--- src/hw/rtl/frjb_pkg.sv ---
// Shared constants, slot record type and status codes of the frame reassembly jitter buffer.
package frjb_pkg;

	localparam int TABLE_SLOTS    = 128;
	localparam int SLOT_W         = $clog2(TABLE_SLOTS);
	localparam int CNT_W          = $clog2(TABLE_SLOTS + 1);
	localparam int MAX_FRAGMENTS  = 64;
	localparam int FRAG_W         = (MAX_FRAGMENTS > 1) ? $clog2(MAX_FRAGMENTS) : 1;
	localparam int TOTAL_W        = $clog2(MAX_FRAGMENTS + 1);

	localparam int HOLD_LIMIT     = 100;
	localparam int BEHIND_LIMIT   = -100;
	localparam int SKIP_LIMIT     = 100;
	localparam int US_PER_MS      = 1000;
	localparam int EARLY_COMPLETE = 3;

	// Reciprocal of 1000 scaled by 2^38; exact floor for any 32-bit dividend.
	localparam int MS_RECIP_W     = 29;
	localparam int MS_SHIFT       = 38;
	localparam int DEPTH_W        = 23;
	localparam logic [MS_RECIP_W-1:0] MS_RECIP = 29'h10624DD3;

	// Configuration register indexes.
	localparam logic REG_TARGET_DEPTH = 1'b0;
	localparam logic REG_MAX_AGE      = 1'b1;

	typedef enum logic [2:0] {
		ST_STORED    = 3'd0,
		ST_INVALID   = 3'd1,
		ST_TOO_OLD   = 3'd2,
		ST_DUPLICATE = 3'd3,
		ST_RELEASED  = 3'd4,
		ST_HOLDING   = 3'd5,
		ST_DROPPED   = 3'd6
	} status_t;

	typedef struct packed {
		logic [15:0]              frame;
		logic [TOTAL_W-1:0]       total;
		logic [TOTAL_W-1:0]       received;
		logic                     complete;
		logic [31:0]              arrival;
		logic [MAX_FRAGMENTS-1:0] bitmap;
	} slot_rec_t;

endpackage

--- src/hw/rtl/frjb_ms_div.sv ---
// Microsecond to millisecond conversion by a registered reciprocal multiply.
module frjb_ms_div (
	input  logic                         clk,
	input  logic [31:0]                  age_us,
	output logic [frjb_pkg::DEPTH_W-1:0] age_ms
);
	import frjb_pkg::*;

	localparam int PROD_W = 32 + MS_RECIP_W;

	logic [PROD_W-1:0] product_s1;

	// One multiply per cycle; the quotient is the upper part of the product.
	always_ff @(posedge clk) begin
		product_s1 <= PROD_W'(age_us) * PROD_W'(MS_RECIP);
	end

	assign age_ms = product_s1[MS_SHIFT +: DEPTH_W];

endmodule

--- config.mk ---
export PLATFORM = sky130hd
export DESIGN_NAME = frjb_ms_div
export DESIGN_NICKNAME = d
export VERILOG_FILES = /design/src/hw/rtl/frjb_pkg.sv /design/src/hw/rtl/frjb_ms_div.sv
export SDC_FILE = /design/constraint.sdc
export NUM_CORES = 1
export LEC_CHECK = 0
export BUFFER_PORTS_ARGS = -buffer_cell sky130_fd_sc_hd__buf_2
export CORE_MARGIN = 5
export CORE_UTILIZATION = 31
export CTS_BUF_LIST = sky130_fd_sc_hd__clkbuf_16
export DETAILED_ROUTE_END_ITERATION = 10
export HOLD_SLACK_MARGIN = 0.15
export PLACE_DENSITY_LB_ADDON = 0.1
export SLEW_MARGIN = 10
export SYNTH_ARGS = -nofsm -noshare
export SYNTH_HDL_FRONTEND = slang
export SYNTH_SLANG_ARGS = --single-unit
--- constraint.sdc ---
create_clock -name clk -period 10.2 [get_ports clk]
set_clock_uncertainty 0.15 [all_clocks]
set_input_delay 1.02 -clock clk [delete_from_list [all_inputs] [get_ports clk]]
set_output_delay 1.02 -clock clk [all_outputs]
set_load 0.01 [all_outputs]
==> metrics.yaml <==
status:
  outcome: "complete, no violations"
synthesis:
  synth-seq-cells: 23
  ys.warnings.count: 0
  synth-seq-area-share: 0.0301
  synth_nets: 2299
  syn_inst: 1580
  syn_area_mm2: 0.0153
  synth.avg_cell_area_um2: 9.67
  ys_types: 51
cts:
  root_buffer: "clkbuf_16"
  cts_max_level: 1
  cts.repair.resized: 0
  cts_tree: "yes"
  cts.clk_slew.worst_paths_ps: 60
  post_cts_buffers: 0
  cts_buffers: 3
  hold_buffers: 0
  cts.sinks: 23
  cts_buffer_depth: 2
setup_path:
  required_ps: 10240
  crit_top_cell: "fa_1"
  critPathCapture: "product_s1[58]$_DFF_P_"
  slowest_delay_ps: 660
  startpoint_type: "input port"
  crit_chain: "buf_2, ha_1, fa_1, fa_1, inv_1, fa_1, inv_1, fa_1, fa_1, fa_1, inv_1, fa_1, inv_1, ha_1, a21oi_1, inv_1, o31ai_1, a31oi_1, a2111oi_1, nor2_1, a21oi_1, xnor2_1"
  crit_type: "input port to register"
  endpoint_kind: "register"
  path_max_fanout: 10
  timing.critical_path.from: "age_us[12]"
  cp_slowest_cell: "a2111oi_1"
  critPathArrivalTime_ps: 7660
grt:
  antenna_found_initial: 0
  grt_pass1_wl_mm: 69.6
  gr-usage-all-layers: 0.170
  overflow: 0
  grt_max_degree: 14
  grt_pass1_vias: 11500
drt:
  ant_nets: 0
  vias_per_cell: 4.52
  drt-pass1-iter-count: 5
  vias: 10300
  wl_mm: 45.0
  wire_per_inst_um: 19.7
  drc: 0
  drt_iter0_drc: 312
sta:
  setup_tns_ps: 0
  slew_viol_final: 0
  rsz0062_at_grt: "false"
  min_period_ps: 7630
  maxSlewHeadroom: 0.519
  worst_slew_pin_slew_ps: 720
  setup_violations: 0
  layout_worst_path_cycle_share: 0.748
  finalHoldViolations: 0
  fmax_mhz: 131
place:
  io_buffers: 55
  gp_congestion: 0.857
  dp_hpwl_mm: 41.0
final_layout:
  top_register: "product_s1"
  largestRegisters: "product_s1 (23)"
  antenna_cells: 0
  layout-drive-gt1-share: 0.0425
  syn_to_final_growth_pct: 7.39
  nets: 2345
  largest_register_ffs: 23
floorplanning:
  fp.dieW_um: 232
  boundaryPins: 56
  dieArea_mm2: 0.0538
  start_util: 0.313
  die_y_um: 232
  core_mm2: 0.0488
  rows: 81
job:
  max-cap-violations: 0
min_path:
  hold_class: "input port to register"
## layout by cell type (no fill, tap or decap), types with 5 or more instances in the layout
master and n:
nor2_1 28, nor3_1 12, ha_1 388, fa_1 298, nand3_1 15, a21o_1 21, nor4_1 5, xor2_1 5
o21ai_0 30, o211ai_1 6, nand2_1 52, o21bai_1 7, a31oi_1 10, a211oi_1 14, dfxtp_1 23, nand4_1 13
a21oi_1 56, xnor2_1 15, buf_2 55, inv_1 530
## cell type report
cell class                 instances  area (um2)
fill                            5189       32400
multi-input combinational       1013       12800
inverter                         530        1990
tap                              664         831
sequential                        23         460
timing repair buffer              55         275
clock buffer                       3        75.1
clock inverter                     1        5.00
## routing by layer
metal | vias up | routed length, um | track usage
met5 | - | 0 | 0
met4 | 0 | 467 | 0.0162
met3 | 24 | 784 | 0.00562
met2 | 141 | 22100 | 0.297
met1 | 5173 | 21600 | 0.244
li1 | 5008 | - | -
## cells in the mapped netlist (all sizes together)
master / instances / area, um2
inv: 530 / 1990
ha: 388 / 4850
fa: 298 / 5970
a21oi: 56 / 280
nand2: 52 / 195
o21ai: 31 / 159
nor2: 28 / 105
dfxtp: 23 / 460
a21o: 21 / 158
nand3: 15 / 75.1
xnor2: 15 / 131
a211oi: 14 / 105
nand4: 14 / 93.8
nor3: 13 / 70.1
a31oi: 10 / 62.6
clkbuf: 10 / 37.5
o21bai: 7 / 52.6
o211ai: 6 / 45.0
nor4: 5 / 31.3
xor2: 5 / 43.8
a41oi: 4 / 42.6
buf: 4 / 20.0
a2111oi: 2 / 37.5
a211o: 2 / 17.5
and2: 2 / 12.5
and3: 2 / 12.5
mux2i: 2 / 20.0
nand3b: 2 / 15.0
o2111ai: 2 / 23.8
o22ai: 2 / 12.5
o31ai: 2 / 28.8
a21boi: 1 / 11.3
a221o: 1 / 10.0
a22oi: 1 / 12.5
a31o: 1 / 8.76
and4: 1 / 8.76
nand2b: 1 / 6.26
nor2b: 1 / 6.26
nor4b: 1 / 8.76
o2111a: 1 / 11.3
o21a: 1 / 7.51
o221ai: 1 / 8.76
o311ai: 1 / 8.76
or4: 1 / 7.51
## critical path: cells and delay by family
| kind | cells | cell delay, ps |
|---|---|---|
| adder cells (fa/ha/maj) | 9 | 4070 |
| AO/OA/AOI/OAI | 5 | 1540 |
| buffers and inverters | 6 | 660 |
| AND/OR/NAND/NOR | 1 | 230 |
| XOR/XNOR | 1 | 130 |
## cell families after synthesis
family,Yosys count,synth area share
buf+inv,544,0.134
fa+ha+maj,686,0.708
mux,2,0.00131
compound gates,167,0.0722
xor+xnor,20,0.0115
simple gates,138,0.0424
flops,23,0.0301
## worst min-delay path by stage
stage / from / cells after the start / slack, ps / end
after floorplan: age_us[31] / 2 / 1100 / product_s1[60]$_DFF_P_
after global placement: product_s1[49]$_DFF_P_ / 1 / 1270 / age_ms[11]
after detailed placement: product_s1[49]$_DFF_P_ / 1 / 1270 / age_ms[11]
after CTS: age_us[31] / 3 / 1290 / product_s1[60]$_DFF_P_
after global routing: age_us[31] / 3 / 1300 / product_s1[60]$_DFF_P_
final: age_us[31] / 3 / 1280 / product_s1[60]$_DFF_P_
## through the flow
stage / setup WS [ps] / hold WS [ps] / utilization / cell area [um2] / cells
5_1_grt: 2200 / 1300 / 0.336 / 16400 / 2289
2_1_floorplan: 3230 / 1100 / - / 15300 / 1580
6_report: 2570 / 1280 / 0.336 / 16400 / 2289
3_5_place_dp: 2240 / 1270 / 0.334 / 16300 / 2285
3_3_place_gp: 2290 / 1270 / 0.334 / 16300 / 2285
4_1_cts: 2480 / 1290 / 0.336 / 16400 / 2289
Power is not shown: default switching activity piles up to over one toggle a cycle in this logic, so the estimate is an artifact.
